## src/hw/rtl/mnts_pkg.sv

```systemverilog
// Shared constants, codes and types of the Morton neighbour table search core.
package mnts_pkg;

  localparam int DEF_LAYERS = 8;
  localparam int DEF_LAYER_DEPTH = 1024;
  localparam int CODE_W = 63;
  localparam int AXIS_W = 21;
  localparam int FOUND_INDEX_W = 10;

  localparam logic [1:0] FUNC_WRITE = 2'd0;
  localparam logic [1:0] FUNC_SEARCH = 2'd1;
  localparam logic [1:0] FUNC_NEIGHBOUR = 2'd2;

  localparam logic [1:0] AXIS_X = 2'd0;
  localparam logic [1:0] AXIS_Y = 2'd1;
  localparam logic [2:0] DIR_LIMIT = 3'd6;

  typedef enum logic [2:0] {
    ST_IDLE,
    ST_DISPATCH,
    ST_SRC_WAIT,
    ST_PROBE,
    ST_CMP,
    ST_FINISH
  } state_t;

  typedef struct packed {
    logic empty;
    logic equal;
    logic less;
  } cmp_flags_t;

endpackage

```

## src/hw/rtl/mnts_bound_unit.sv

```systemverilog
// Shared binary search unit: midpoint, entry compare and bound update.
module mnts_bound_unit #(
  parameter int IDX_W = 10
) (
  input  logic [IDX_W+1:0]            lo,
  input  logic [IDX_W+1:0]            hi,
  input  logic [IDX_W-1:0]            mid_held,
  input  logic [mnts_pkg::CODE_W-1:0] entry,
  input  logic [mnts_pkg::CODE_W-1:0] key,
  output logic [IDX_W-1:0]            mid,
  output logic [IDX_W+1:0]            lo_next,
  output logic [IDX_W+1:0]            hi_next,
  output mnts_pkg::cmp_flags_t        flags
);
  import mnts_pkg::*;

  logic [IDX_W+1:0] sum;

  assign sum = lo + hi;
  assign mid = sum[IDX_W:1];
  assign lo_next = {2'b00, mid_held} + (IDX_W+2)'(1);
  assign hi_next = {2'b00, mid_held} - (IDX_W+2)'(1);

  always_comb begin
    flags.empty = ($signed(lo) > $signed(hi));
    flags.equal = (entry == key);
    flags.less = (entry < key);
  end

endmodule

```

## config.mk

```make
export PLATFORM = sky130hd
export DESIGN_NAME = mnts_bound_unit
export DESIGN_NICKNAME = d
export VERILOG_FILES = /design/src/hw/rtl/mnts_pkg.sv /design/src/hw/rtl/mnts_bound_unit.sv
export SDC_FILE = /design/constraint.sdc
export NUM_CORES = 1
export LEC_CHECK = 0
export BUFFER_PORTS_ARGS = -buffer_cell sky130_fd_sc_hd__clkbuf_2
export CAP_MARGIN = 5
export CELL_PAD_IN_SITES_DETAIL_PLACEMENT = 1
export CELL_PAD_IN_SITES_GLOBAL_PLACEMENT = 1
export CORE_MARGIN = 8
export CORE_UTILIZATION = 28
export DETAILED_ROUTE_END_ITERATION = 12
export PLACE_DENSITY = 0.89
export SYNTH_ARGS = -nofsm -noshare
export SYNTH_HDL_FRONTEND = slang
export SYNTH_SLANG_ARGS = --single-unit
export TNS_END_PERCENT = 10
```

## constraint.sdc

```tcl
create_clock -name vclk -period 3.5
set_input_delay 0.7 -clock vclk [all_inputs]
set_output_delay 0.7 -clock vclk [all_outputs]
set_load 0.02 [all_outputs]
```

After elaboration in Yosys (flattened, before gate mapping) --
Cells that the tools add are included.
Storage, ports and cells: register bits 0, bits of input ports 160, output and inout bits 37, logic and storage cells 6
Cells by class: add/subtract/negate cells 3, $lt $le $gt $ge 2, equality and inequality tests 1
Operators with widths (number):
- == test 63 bit | 1
- < comparator 63 bit | 1
- > comparator 12 bit | 1
- adder 10 x 1 -> 11 bit, second input constant | 1
- adder 11 bit | 1
- subtractor 10 x 1 -> 11 bit, second input constant | 1

Depth between registers and ports, before layout --
depth after elaboration 1, gate-level depth with buffers 8, depth with buffers taken out 8

Least setup slack after synthesis --
No wires, ideal clock.
path kind input to output, from in key[58] (netlist bit), to out flags[1] (netlist bit), data arrival time 2.395 ns, required time 2.800 ns, slack 0.405 ns, stages on the path 6, path buffers 0, path through inv_1 > ha_1 > nand4_1 > or4_1 > or3_4 > nor4_4
RTL lines:
- start, declared | RTL line mnts_bound_unit.sv:9 | input logic [mnts_pkg::CODE_W-1:0] key,
- end, declared | RTL line mnts_bound_unit.sv:13 | output mnts_pkg::cmp_flags_t flags

==> flow_summary.ini <==
[outcome]
outcome = finished clean

[yosys]
synth_area_um2 = 2715
avgSynthCellArea_um2 = 7.108
synthTopCellsByArea = ha_1, inv_1, a21oi_1, nand2_1, xnor2_1
syn_nets = 630
syn_inst = 382
synth_top_area_share_pct = 40.09
synthTopCellsByCount = inv_1, ha_1, nand2_1
ys_types = 44
synth_area_leader_cell = ha_1
synth_most_common_cell = inv_1
ys_warn_count = 0
synth_seq_area_share_pct = 0

[global_route]
grt_max_degree = 10
busiest_layer = met2
grt_overflow = 0
grtUsageMet1_pct = 14.69
grt_pass1_wl_um = 16530
grtUsageTotal_pct = 14.81
antenna_found_initial = 0
grt_pass1_vias = 3868
grtUsageMet3_pct = 4.219
use_met2_pct = 29.20

[final_layout]
nets = 822
regArea_um2 = 0
clock_buffers = 0
seq_cell_count = 0
antenna_cells = 0
drive_gt1_share_pct = 36.19
utilization_pct = 40.05
area_growth_pct = 41.52

[critical_path]
path_class = input pin to primary output
endpoint_kind = primary output
startpoint_type = input pin
cp_max_fo = 3
crit_required_ps = 2800
arrival_ps = 2700

[pwr]
p_leak_nw = 2.434
powerDensity_nw_per_um2 = 133.6
power_mw = 0.5132
ir_drop_mv = 0.04250

[floorplanning]
start_util_pct = 28.30
fp.dieH_um = 114.5
io-pin-count = 197
rows = 36
fp.dieW_um = 114.5
coreArea_um2 = 9594
die-area_um2 = 13100

[sta]
period_share_pct = 97.25
hold_viol = 0
setup_viol = 0
post-route-min-period_ps = 3404
drv_slew = 0
setup_tns_ps = 0
setup_slack_ps = 96.31
rsz0062_at_grt = no
maxClockFrequency_ghz = 0.2938

[route]
drt_wl_total_um = 10310
antenna_left = 0
viasPerCell = 4.760
drc = 0
post_drt_wl_per_cell_um = 14.62
drt_iter0_drc = 90
vias = 3356
drtPass1Iterations = 4

[min_path]
min_delay_path_depth = 3
hold_path.class = input pin to primary output
hold_end = lo_next[4]
min_from = mid_held[4]

[clocking]
cts_setup_buffers = 0
cts_hold_buf = 0
cts-resized-gates = 0

[placement]
port_buffers = 196
place.gp.congestion = 0.8230
dp_slack_ps = 81.57
hpwlAfterDp_um = 9930

[job]
timing.max_cap.violations = 0
==> metal layers <==
metal | wire length [µm] | share of wire [%] | up-vias
li1 | - | - | 1686
met5 | 0 | 0 | -
met1 | 3803 | 37 | 1510
met3 | 936 | 9.1 | 19
met4 | 230 | 2.2 | 0
met2 | 5335 | 52 | 141
==> metrics by stage <==
| step | hold slack (ps) | cells | cell area (µm²) |
|---|---|---|---|
| 2_1_floorplan | 1499 | 382 | 2715 |
| 3_3_place_gp | 1747 | 705 | 3836 |
| 3_5_place_dp | 1753 | 705 | 3836 |
| 4_1_cts | 1753 | 705 | 3836 |
| 5_1_grt | 1769 | 705 | 3842 |
| 6_report | 1750 | 705 | 3842 |
==> critical path, stage by stage <==
cell and delay, ps:
clkbuf_2 80, inv_1 30, ha_1 310, nand4_1 180, or4_1 570, or3_4 420
nor4_4 200, buf_2 210
==> layout make-up <==
cell class | instances | area (µm²)
well taps | 133 | 166.4
inverters | 88 | 330.3
fillers | 1283 | 5752
repair buffers | 198 | 996.0
multi-input cells | 286 | 2350
==> placed cells by master (no fill, tap or decap), drive strengths merged, types with 12 or more instances in the layout <==
cell type	n
ha	87
a21oi	26
nand3	12
inv	88
nand4	14
o21ai	14
nor2	16
clkbuf	195
nand2	27
==> cell families (layout without fill, tap and decap cells) <==
family / count (synthesis) / count (layout) / synth area share [%]
AOI/OAI and AO/OA: 69 / 69 / 16.27
xor gates and xnor gates: 22 / 22 / 7.097
adders and majority gates: 88 / 88 / 40.83
buffers and inverters: 96 / 286 / 13.69
other: 1 / 1 / 0.1381
and+or+nand+nor: 106 / 106 / 21.98
==> report_power, final <==
group,total [mW],internal [mW],leakage (nW),switching [mW]
registers,0,0,0,0
clock network,0,0,0,0
logic,0.513,0.228,2.43,0.286
total,0.513,0.228,2.43,0.286
==> worst max-delay path by stage <==
stage	start	endpoint	depth (start not counted)
2_1_floorplan	key[58]	flags[1]	6
3_3_place_gp	key[41]	flags[0]	12
3_5_place_dp	key[58]	flags[1]	8
4_1_cts	key[58]	flags[1]	8
5_1_grt	key[58]	flags[1]	8
6_report	key[58]	flags[1]	8
Note: power is estimated with default switching activity, not from simulation.
