===== config.mk =====
export PLATFORM = sky130hd
export DESIGN_NAME = mnts_morton_step
export DESIGN_NICKNAME = d
export VERILOG_FILES = /design/src/hw/rtl/mnts_pkg.sv /design/src/hw/rtl/mnts_morton_step.sv
export SDC_FILE = /design/constraint.sdc
export NUM_CORES = 1
export LEC_CHECK = 0
export ABC_AREA = 1
export ABC_CLOCK_PERIOD_IN_PS = 3250
export BUFFER_PORTS_ARGS = -buffer_cell sky130_fd_sc_hd__buf_2
export CAP_MARGIN = 10
export CORE_UTILIZATION = 50
export DETAILED_ROUTE_END_ITERATION = 7
export GPL_TIMING_DRIVEN = 0
export PLACE_DENSITY = 0.84
export SLEW_MARGIN = 20
export SYNTH_ARGS = -nofsm -noshare
export SYNTH_HDL_FRONTEND = slang
export SYNTH_SLANG_ARGS = --single-unit

===== constraint.sdc =====
create_clock -name vclk -period 3.25
set_clock_uncertainty 0.2 [all_clocks]
set_input_delay 0.4875 -clock vclk [all_inputs]
set_output_delay 0.4875 -clock vclk [all_outputs]
set_load 0.01 [all_outputs]

===== src/hw/rtl/mnts_pkg.sv =====
// Shared constants, codes and types of the Morton neighbour table search core.
package mnts_pkg;

  localparam int DEF_LAYERS = 8;
  localparam int DEF_LAYER_DEPTH = 1024;
  localparam int CODE_W = 63;
  localparam int AXIS_W = 21;
  localparam int FOUND_INDEX_W = 10;

  localparam logic [1:0] FUNC_WRITE = 2'd0;
  localparam logic [1:0] FUNC_SEARCH = 2'd1;
  localparam logic [1:0] FUNC_NEIGHBOUR = 2'd2;

  localparam logic [1:0] AXIS_X = 2'd0;
  localparam logic [1:0] AXIS_Y = 2'd1;
  localparam logic [2:0] DIR_LIMIT = 3'd6;

  typedef enum logic [2:0] {
    ST_IDLE,
    ST_DISPATCH,
    ST_SRC_WAIT,
    ST_PROBE,
    ST_CMP,
    ST_FINISH
  } state_t;

  typedef struct packed {
    logic empty;
    logic equal;
    logic less;
  } cmp_flags_t;

endpackage


===== src/hw/rtl/mnts_morton_step.sv =====
// Morton decode, one-cell step along an axis, and re-encode.
module mnts_morton_step (
  input  logic [mnts_pkg::CODE_W-1:0] src,
  input  logic [2:0]                  direction,
  output logic [mnts_pkg::CODE_W-1:0] key,
  output logic                        ok
);
  import mnts_pkg::*;

  logic [AXIS_W-1:0] cx, cy, cz, sel, stepped, nx, ny, nz;

  always_comb begin
    for (int i = 0; i < AXIS_W; i++) begin
      cx[i] = src[3*i];
      cy[i] = src[3*i+1];
      cz[i] = src[3*i+2];
    end
  end

  always_comb begin
    case (direction[2:1])
      AXIS_X: sel = cx;
      AXIS_Y: sel = cy;
      default: sel = cz;
    endcase
  end

  always_comb begin
    if (direction[0] == 1'b0) begin
      ok = (sel != {AXIS_W{1'b1}});
      stepped = sel + AXIS_W'(1);
    end else begin
      ok = (sel != {AXIS_W{1'b0}});
      stepped = sel - AXIS_W'(1);
    end
  end

  assign nx = (direction[2:1] == AXIS_X) ? stepped : cx;
  assign ny = (direction[2:1] == AXIS_Y) ? stepped : cy;
  assign nz = ((direction[2:1] != AXIS_X) && (direction[2:1] != AXIS_Y)) ? stepped : cz;

  always_comb begin
    for (int i = 0; i < AXIS_W; i++) begin
      key[3*i]   = nx[i];
      key[3*i+1] = ny[i];
      key[3*i+2] = nz[i];
    end
  end

endmodule


Yosys cells after proc, flatten, opt, wreduce, memory -nomap -nowiden. Index checks and enable logic that the tools add are counted.

Add/subtract/negate cells: 2. Multipliers: 0. Divide/modulo/power cells: 0. Order comparisons: 0. Eq/ne operators: 3. Shift operators: 0. Multiplexer cells: 6. Bitwise gates (word level): 0. Reduce and logical (&&, ||, !) cells: 4.

Operators by type and width (number): $mux 21 (4); $pmux 21 s2 (1); $add 21x1->21 const B (1); $ne 21x21->1 const B (1); $reduce_bool 21->1 (1); $sub 21x1->21 const B (1); $eq 2x1->1 const B (1); $logic_not 2->1 (1); $ne 2x1->1 const B (1); $reduce_bool 2->1 (1); $logic_and 1x1->1 (1); $mux 1 (1).

Register bits after elaboration: 0. Latch bits: 0. Bits in writable memories: 0. Bits in read-only memories: 0. Input port bits: 66. Output and inout bits: 64. Logic and storage cells: 15. Memories kept: 0.

Logic depth before layout (Yosys ltp). Gate-level depths: netlist of the first run.

Depth after elaboration: 5. Gate-level depth with buffers: 19. Mapped depth without buffers: 18.

Least setup slack after synthesis of the first run. No wires, ideal clock.

Path type: in2out. Start point: input port direction[2]. End point: output port key[30] (netlist name). Data arrival time: 2.451 ns. Path slack: 0.111 ns. Cell stages on the path: 16. Buffers on the path: 2. Cell sequence: buf_6 nor2_4 buf_6 nand2_1 nand3_1 inv_1 ha_1 a21oi_1 nand2_1 nand3_1 nand2_1 nand2_1 nand2_1 or2_1 nand3_1 o21ai_0.

Word-level cells in the longest chain between the ends: 5.

Ends and longest elaborated chain: start, declared (RTL line mnts_morton_step.sv:4) `input logic [2:0] direction,`; $eq 2x1->1 or $logic_not 2->1 (tied branches) (RTL line mnts_morton_step.sv:21, mnts_morton_step.sv:38); $pmux 21 s2 (RTL line mnts_morton_step.sv:21) `case (direction[2:1])`; $add 21x1->21 or $sub 21x1->21 (tied branches) (RTL line mnts_morton_step.sv:31, mnts_morton_step.sv:34); $mux 21 (RTL line mnts_morton_step.sv:29) `if (direction[0] == 1'b0) begin`; $mux 21 (*) (RTL line mnts_morton_step.sv:38) `assign nx = (direction[2:1] == AXIS_X) ? stepped : cx;`; end, declared (RTL line mnts_morton_step.sv:5) `output logic [mnts_pkg::CODE_W-1:0] key,`.

Mark *: on every way between the ends. The rest lies on a longest branch, timed or not.

Worst setup path in the final report of the first run.
Start point: input port direction[1]. End point: output port key[56] (netlist name).

Word-level cells in the longest chain between the ends: 5.

Ends and longest elaborated chain: $eq 2x1->1 or $logic_not 2->1 (tied branches) (RTL line mnts_morton_step.sv:21); $pmux 21 s2 (RTL line mnts_morton_step.sv:21); $add 21x1->21 or $sub 21x1->21 (tied branches) (RTL line mnts_morton_step.sv:31, mnts_morton_step.sv:34); $mux 21 (RTL line mnts_morton_step.sv:29); $mux 21 (*) (RTL line mnts_morton_step.sv:40) `assign nz = ((direction[2:1] != AXIS_X) && (direction[2:1] != AXIS_Y)) ? stepped : cz;`.

Marked as above.

==> summary.md, run 1 <==
| Metric | Value |
|---|---|
| Sequential area share after synthesis | `0%` |
| Buffers & Inverters on Critical Path | `6` |
| Critical path's slowest cell | `ha_4` |
| DR WL/cell | `22.6 um` |
| Row cnt | `26` |
| Vias in the first global route | `roughly 4,100` |
| Top-count cell post-synth | `nand2_1` |
| Synth cell count leaders | `nand2_1 (192), inv_1 (93), nand3_1 (63), o21ai_0 (38), nor2_1 (31)` |
| Worst-path cell chain | `buf_12, nor2_4, buf_12, buf_6, nand2_2, o211ai_1, inv_2, ha_4, nand2_1, inv_1, nand2_1, nor2_2, nand4_1, nand4_1, nand3_1, nand2_1, buf_2` |
| Status | `finished with violations` |
| CP max stage delay | `approximately 310 ps` |
| Die Ht | `~76 um` |
| Syn Std Cell Area | `0.00273 mm^2` |
| Share of the synthesized area in the top cell type | `26.4%` |
| Dominant cells by area after synthesis | `nand2_1 (26%), inv_1 (13%), nand3_1 (12%)` |
| Yosys warning total | `0` |
| DRC Markers | `75` |
| Die ar. | `about 0.0058 mm^2` |
| Initial antenna violation count | `1` |
| Peak supply drop | `between 0.15 and 0.2 mV` |
| Cell Pwr Density | `roughly 280 mW/mm^2` |
| DRT Pass-1 Iters | `8` |
| Worst slew margin | `58.7%` |
| Clock buf count | `0` |
| Slew Viols, Final | `0` |
| Critical path class | `in2out` |
| First-pass GRT wire length | `20,100 um` |
| Initial core utilization | `roughly 53%` |
| # port buffers | `~130` |
| Synth-to-layout area growth | `74.8%` |
| Worst EP required | `2560 ps` |
| Tightest Pin Transition | `about 620 ps` |
| Largest net degree at the start of global routing | `24` |
| Crit path max-delay family | `simple AND/OR/NAND/NOR gates` |
| Post-synth top area cell | `nand2_1` |
| CP most frequent cell | `nand2_1` |
| DR vias | `5,546` |
| Core area | `around 0.0052 mm^2` |
| RSZ-0062 raised after global routing | `true` |
| Final Setup Violations | `roughly 50` |
| Grt total ovfl | `0` |
| Mean Syn Cell Area | `roughly 4.8 um^2` |
| Distinct cells, synth | `37` |
| Fill cells | `210` |
| CP Data Arrival Time | `about 3000 ps` |
| Die Width | `roughly 76 um` |
| Fin. Hold Viols | `0` |
| Hold_buf cts | `0` |
| CP Launch Point | `direction[1]` |
| Non-Filler Instances | `between 800 and 900` |
| Fin crit period | `3680 ps` |
| Max Cap Viol | `0` |
| Register Area | `0 um^2` |
| Fmax | `~0.27 GHz` |
| Crit path launch type | `primary input` |
| Synthesized instance count | `approximately 560` |
| Share of layout cells above drive strength 1 | `49.6%` |
| Post-route setup slack | `-430 ps` |
| Lkg Pwr | `2.65 nW` |
| Worst Hold Class | `in2out` |
| Tot GR Track Use | `between 40% and 50%` |
| Worst path depth | `17` |
| Remaining antenna violation count after routing | `0` |
| Routed WL | `~18,000 um` |
| CP endpoint kind | `output pin` |
| Vias/cell | `slightly below 7` |
| Global placement routability congestion | `roughly 1.0` |
| Inserted Diodes | `0` |
| HPWL Detailed | `9230 um` |
| Failing checks | `design-rule violations, negative setup slack` |
| NumNets Final | `~830` |
| Iteration-0 DRC Markers | `between 1,000 and 1,500` |
| Pwr Total | `around 1.3 mW` |
| FFs & Latches | `0` |
| CP max FO | `6` |
| Crit path to | `key[56]` |
| Boundary pin count | `130` |
| Post-Route Utilization | `around 92%` |
| Placed Cells incl. Taps | `763` |
| Final period util | `113%` |
| Syn nets | `between 600 and 700` |
[cell families (layout without fill, tap and decap cells)]
family          count (synthesis)  count (layout)  synth area share (%)
xor+xnor                        8               8                  2.57
simple gates                  333             333                  53.9
compound gates                 85              85                  16.4
fa+ha+maj                      21              21                  9.89
buf+inv                       117             293                  17.2
[final cells by class]
class | instances | area [um^2] | share of cell area (%)
multi-input cells | 447 | 3080 | 64.6
inverters | 99 | 382 | 7.99
plain buffers | 18 | 154 | 3.22
repair buffers | 176 | 1070 | 22.4
well taps | 70 | 87.6 | 1.83
[per-layer routing]
| metal | global-route usage [%] | wire length [um] | up-vias |
|---|---|---|---|
| met5 | 0 | 37 | - |
| li1 | - | - | 2162 |
| met1 | 56.2 | 5600 | 2376 |
| met3 | 7.47 | 3210 | 314 |
| met2 | 71.1 | 7200 | 692 |
| met4 | 12.9 | 2250 | 2 |
[cells in the final DEF (no fill, tap or decap), types with 13 or more instances in the layout]
cell type | synthesis | layout
nand2_1 | 192 | 152
o21ai_1 | 15 | 22
ha_4 | 0 | 19
buf_6 | 2 | 13
buf_2 | 7 | 130
o21ai_0 | 38 | 23
nand3_2 | 3 | 23
nand2_2 | 2 | 36
buf_4 | 2 | 39
nand3_1 | 63 | 40
inv_1 | 93 | 69
inv_2 | 5 | 25
nor2_1 | 31 | 20
[stage by stage]
step	cell area, um^2	setup TNS [ps]	worst slack, ps	hold WS (ps)
2_1_floorplan	2730	0	111	894
3_3_place_gp	3460	-18060	-501	1070
3_5_place_dp	3460	-18880	-535	1070
4_1_cts	4150	-110	-30.1	1070
5_1_grt	4770	-14740	-421	1100
6_report	4770	-11390	-430	1070
[power by group]
group          internal, mW  leakage [nW]  switching [mW]
Combinational         0.522          2.65           0.817
Clock                     0             0               0
Sequential                0             0               0
Total                 0.522          2.65           0.817
[worst min-delay path by stage]
stage                   end  cells past startpoint    start
finish              key[54]                      4  src[54]
global route        key[55]                      4  src[55]
global placement     key[2]                      4   src[2]
CTS                 key[40]                      4  src[40]
detailed placement  key[40]                      4  src[40]
floorplan            key[0]                      2   src[0]
[timing repair]
action                                  4_1_cts  5_1_grt
pin swaps                                    33       50
setup buffers                                21       26
cloned                                        1        0
endpoints found under the setup margin       54       54
resized for setup                           123      118
endpoints found under the hold margin         0        0
Note: power is estimated with default switching activity, not from simulation.
==> run 2, diff against run 1 <==
--- a/config.mk
+++ b/config.mk
@@ -9,6 +9,7 @@
 export ABC_CLOCK_PERIOD_IN_PS = 3250
 export BUFFER_PORTS_ARGS = -buffer_cell sky130_fd_sc_hd__buf_2
 export CAP_MARGIN = 10
+export CORE_ASPECT_RATIO = 0.75
 export CORE_UTILIZATION = 50
 export DETAILED_ROUTE_END_ITERATION = 7
 export GPL_TIMING_DRIVEN = 0
==> run 2 against run 1 <==
- the flow now stops in global routing (5_1_grt)
- synthesized area is the same
- synthesized cell count is the same
==> summary.md, run 2 <==
| Metric | Value |
|---|---|
| Yosys warning total | `0` |
| Status | `stopped before the end` |
| Hold_buf cts | `0` |
| Mean Syn Cell Area | `4.84 um^2` |
| Largest net degree at the start of global routing | `24` |
| Post-synth top area cell | `nand2_1` |
| WEP type | `primary output` |
| Initial core utilization | `roughly 54%` |
| Worst setup endpoint GRT | `key[49]` |
| Synthesized instance count | `approximately 560` |
| Boundary pin count | `130` |
| Setup WS pre-CTS | `-618 ps` |
| Die Width | `around 87 um` |
| Synth cell count leaders | `nand2_1 (192), inv_1 (93), nand3_1 (63), o21ai_0 (38), nor2_1 (31)` |
| Share of the synthesized area in the top cell type | `about a quarter` |
| Syn nets | `roughly 650` |
| Die Ht | `about 66 um` |
| Tot GR Track Use | `73.2%` |
| Sequential area share after synthesis | `0%` |
| Row cnt | `22` |
| Syn Std Cell Area | `around 0.0027 mm^2` |
| HPWL Detailed | `approximately 9400 um` |
| Global placement routability congestion | `between 1 and 1.5` |
| # port buffers | `between 100 and 150` |
| Grt total ovfl | `34` |
| Top-count cell post-synth | `nand2_1` |
| Dominant cells by area after synthesis | `nand2_1 (26%), inv_1 (13%), nand3_1 (12%)` |
| Distinct cells, synth | `37` |
| Stop err | `[ERROR GRT-0232] Routing congestion too high. Check the congestion heatmap in the GUI.` |
| Halt Stage | `global routing (5_1_grt)` |
[run 2: cell counts after synthesis]
Identical to the previous run, type by type.
[run 2: per-stage QoR]
| stage | TNS, ps | instance area, um^2 | util, % | std cells |
|---|---|---|---|---|
| CTS | -214 | 4190 | 82.8 | 793 |
| detailed placement | -20540 | 3470 | 68.5 | 765 |
| global placement | -19560 | 3470 | 68.5 | 765 |
| floorplan | 0 | 2730 | - | 564 |
[run 2: what timing repair did]
action                     4_1_cts
resized for setup              118
setup buffers                   26
pin swaps                       41
setup endpoints to repair       51
cloned                           2
[run 2: layer usage]
layer | overflow | GRT usage (%)
met5 | 0 | 25.3
met4 | 13 | 77.3
met3 | 0 | 48.9
met2 | 21 | 96.5
met1 | 0 | 72.0
[run 2: logic make-up after synthesis]
group	Yosys count	synth area share [%]
adders and majority gates	21	9.89
buffers and inverters	117	17.2
AOI/OAI and AO/OA	85	16.4
and+or+nand+nor	333	53.9
xor gates and xnor gates	8	2.57
==> run 3, diff against run 2 <==
--- a/config.mk
+++ b/config.mk
@@ -9,11 +9,10 @@
 export ABC_CLOCK_PERIOD_IN_PS = 3250
 export BUFFER_PORTS_ARGS = -buffer_cell sky130_fd_sc_hd__buf_2
 export CAP_MARGIN = 10
-export CORE_ASPECT_RATIO = 0.75
-export CORE_UTILIZATION = 50
+export CORE_UTILIZATION = 40
 export DETAILED_ROUTE_END_ITERATION = 7
 export GPL_TIMING_DRIVEN = 0
-export PLACE_DENSITY = 0.84
+export PLACE_DENSITY_LB_ADDON = 0.15
 export SLEW_MARGIN = 20
 export SYNTH_ARGS = -nofsm -noshare
 export SYNTH_HDL_FRONTEND = slang
==> run 3 against run 2 <==
- the flow now finishes, with violations (negative setup slack)
==> summary.md, run 3 (synthesis results as in run 1) <==
| Metric | Value |
|---|---|
| Hold_sp | `src[52]` |
| Worst Hold Class | `in2out` |
| Lkg Pwr | `2.51 nW` |
| Global placement routability congestion | `~0.94` |
| Tot GR Track Use | `approximately 34%` |
| Worst slew margin | `60.6%` |
| Worst-path cell chain | `buf_12, nor2_4, buf_4, buf_6, nand2_1, nand3_2, inv_2, ha_4, nand2_1, inv_1, nand4_1, nand2_2, nand2_1, nand2_2, nand2_1, nand2_1, nand2_1, nand3_1, nand2_1, buf_2` |
| Max Cap Viol | `0` |
| Fin crit period | `between 3000 and 4000 ps` |
| Crit path max-delay family | `simple AND/OR/NAND/NOR gates` |
| Fin. Hold Viols | `0` |
| Cell Pwr Density | `~260 mW/mm^2` |
| Non-Filler Instances | `800` |
| RSZ-0062 raised after global routing | `true` |
| Peak supply drop | `roughly 0.11 mV` |
| M2 GR Usage | `approximately three fifths` |
| Global Route met3 Usage | `approximately 1.4%` |
| Share of layout cells above drive strength 1 | `a little over two fifths` |
| Routed WL | `about 13,000 um` |
| DR WL/cell | `around 16 um` |
| CP most frequent cell | `nand2_1` |
| Grt peak-use layer | `met2` |
| Boundary pin count | `130` |
| Placed Cells incl. Taps | `770` |
| Fill cells | `between 500 and 600` |
| Inserted Diodes | `0` |
| Clock buf count | `0` |
| Failing checks | `negative setup slack` |
| CP max stage delay | `about 320 ps` |
| Setup TNS | `-5200 ps` |
| Status | `finished with violations` |
| FFs & Latches | `0` |
| CP Data Arrival Time | `between 2000 and 3000 ps` |
| Remaining antenna violation count after routing | `0` |
| Die Width | `about 85 um` |
| Post-route setup slack | `-182 ps` |
| Core area | `0.00646 mm^2` |
| CP max FO | `8` |
| Row cnt | `29` |
| Register Area | `0 um^2` |
| Grt total ovfl | `0` |
| Commonest non-fill, non-tap cell in the layout | `nand2_1` |
| CP Launch Point | `direction[2]` |
| Fmax | `0.291 GHz` |
| DRT Pass-1 Iters | `5` |
| Setup WS pre-CTS | `-581 ps` |
| First-pass GRT wire length | `19,700 um` |
| Critical path class | `in2out` |
| Worst EP required | `2560 ps` |
| Crit path launch type | `primary input` |
| Synth-to-layout area growth | `65.6%` |
| HPWL Detailed | `9580 um` |
| Buffers & Inverters on Critical Path | `6` |
| Initial antenna violation count | `0` |
| Die ar. | `roughly 0.0072 mm^2` |
| Critical path's slowest cell | `ha_4` |
| Vias in the first global route | `4,071` |
| M1 GR Usage | `between 40 and 50%` |
| Iteration-0 DRC Markers | `about 330` |
| DRC Markers | `0` |
| Tightest Pin Transition | `592 ps` |
| DR vias | `4,413` |
| Die Ht | `about 85 um` |
| # port buffers | `roughly 130` |
| Largest net degree at the start of global routing | `24` |
| Commonest cells after routing, fill and taps aside | `nand2_1 (164), buf_2 (131), inv_1 (77)` |
| Final Setup Violations | `42` |
| Initial core utilization | `42.3%` |
| CP endpoint kind | `output pin` |
| Vias/cell | `5.52` |
| Slew Viols, Final | `0` |
| NumNets Final | `812` |
| Final period util | `106%` |
[run 3: stage by stage]
stage	cell area (um^2)	power (mW)	hold slack, ps	utilization (%)
floorplan	2730	0.512	894	-
global placement	3470	0.799	1070	53.8
detailed placement	3470	0.804	1070	53.8
CTS	4120	0.985	1070	63.8
global route	4520	1.24	1080	70.0
finish	4520	1.16	1070	70.0
[run 3: layout make-up]
cell class	instances	area, um^2	share of cell area [%]
inverter	99	379	8.38
timing repair buffer	159	921	20.4
multi-input combinational	447	2990	66.1
buffer	18	138	3.04
tap	77	96.3	2.13
[run 3: final timing paths]
path      end  cells after the start
min   key[52]                      4
max   key[45]                     20
[run 3: what timing repair did]
action	in CTS	in global routing
pin swaps	43	45
endpoints found under the setup margin	54	51
cloned	2	0
setup buffers	14	14
hold buffers	0	0
gates resized for setup	131	71
[run 3: metal layers]
layer,vias up,routed length (um)
met5,-,0
met1,2003,5440
met4,0,265
met2,265,6070
met3,25,1080
li1,2120,-
[run 3: power breakdown]
group	total, mW	internal [mW]	switching [mW]	leakage, nW
logic	1.16	0.478	0.684	2.51
registers	0	0	0	0
clock network	0	0	0	0
total	1.16	0.478	0.684	2.51
==> run 4, diff against run 3 <==
==> constraint.sdc (replaced) <==
create_clock -name vclk -period 3.25
set_clock_uncertainty 0.2 [all_clocks]
set_input_delay 0.4875 -clock vclk [all_inputs]
set_output_delay 0.4875 -clock vclk [all_outputs]
set_load 0.1 [all_outputs]
==> run 4 against run 3 <==
- the run now fails in global routing (5_1_grt)
- synthesized cell count stayed put
- synthesized area did not move
==> summary.md, run 4 <==
| Metric | Value |
|---|---|
| Worst setup endpoint GRT | `key[57]` |
| Synthesized instance count | `approximately 560` |
| Distinct cells, synth | `37` |
| Top-count cell post-synth | `nand2_1` |
| WEP type | `primary output` |
| Initial core utilization | `42.3%` |
| Die Width | `roughly 85 um` |
| Hold_buf cts | `0` |
| Syn nets | `651` |
| Global placement routability congestion | `roughly 0.95` |
| Share of the synthesized area in the top cell type | `26.4%` |
| Status | `stopped before the end` |
| Syn Std Cell Area | `0.00273 mm^2` |
| Row cnt | `29` |
| Mean Syn Cell Area | `between 4 and 5 um^2` |
| Halt Stage | `global routing (5_1_grt)` |
| Die Ht | `roughly 85 um` |
| Post-synth top area cell | `nand2_1` |
| Yosys warning total | `0` |
| Largest net degree at the start of global routing | `24` |
| Boundary pin count | `130` |
| # port buffers | `roughly 130` |
| HPWL Detailed | `just under 10,000 um` |
| Synth cell count leaders | `nand2_1 (192), inv_1 (93), nand3_1 (63), o21ai_0 (38), nor2_1 (31)` |
| Dominant cells by area after synthesis | `nand2_1 (26%), inv_1 (13%), nand3_1 (12%)` |
| Sequential area share after synthesis | `0%` |
| Stop err | `[ERROR DPL-0038] Utilization greater than 100%, impossible to legalize` |
[run 4: cell counts after synthesis]
Identical to the previous run, type by type.
[run 4: metrics by stage]
| stage | instances | setup TNS (ps) | cell area (um^2) | hold slack (ps) | setup slack, ps |
|---|---|---|---|---|---|
| floorplan | 564 | -5130 | 3270 | 1050 | -382 |
| global placement | 770 | -29660 | 4010 | 1250 | -787 |
| detailed placement | 770 | -31430 | 4010 | 1260 | -799 |
| CTS | 830 | -2760 | 5870 | 1170 | -128 |
[run 4: cell families after synthesis]
| kind of cell | Yosys count | synth area share, % |
|---|---|---|
| XOR/XNOR | 8 | 2.57 |
| buffers and inverters | 117 | 17.2 |
| AO/OA/AOI/OAI | 85 | 16.4 |
| AND/OR/NAND/NOR | 333 | 53.9 |
| adder cells (fa/ha/maj) | 21 | 9.89 |
[run 4: repair_timing]
| action | in CTS |
|---|---|
| buffers inserted | 59 |
| endpoints found under the setup margin | 54 |
| cloned | 2 |
| resized for setup | 361 |
| pin swaps | 84 |
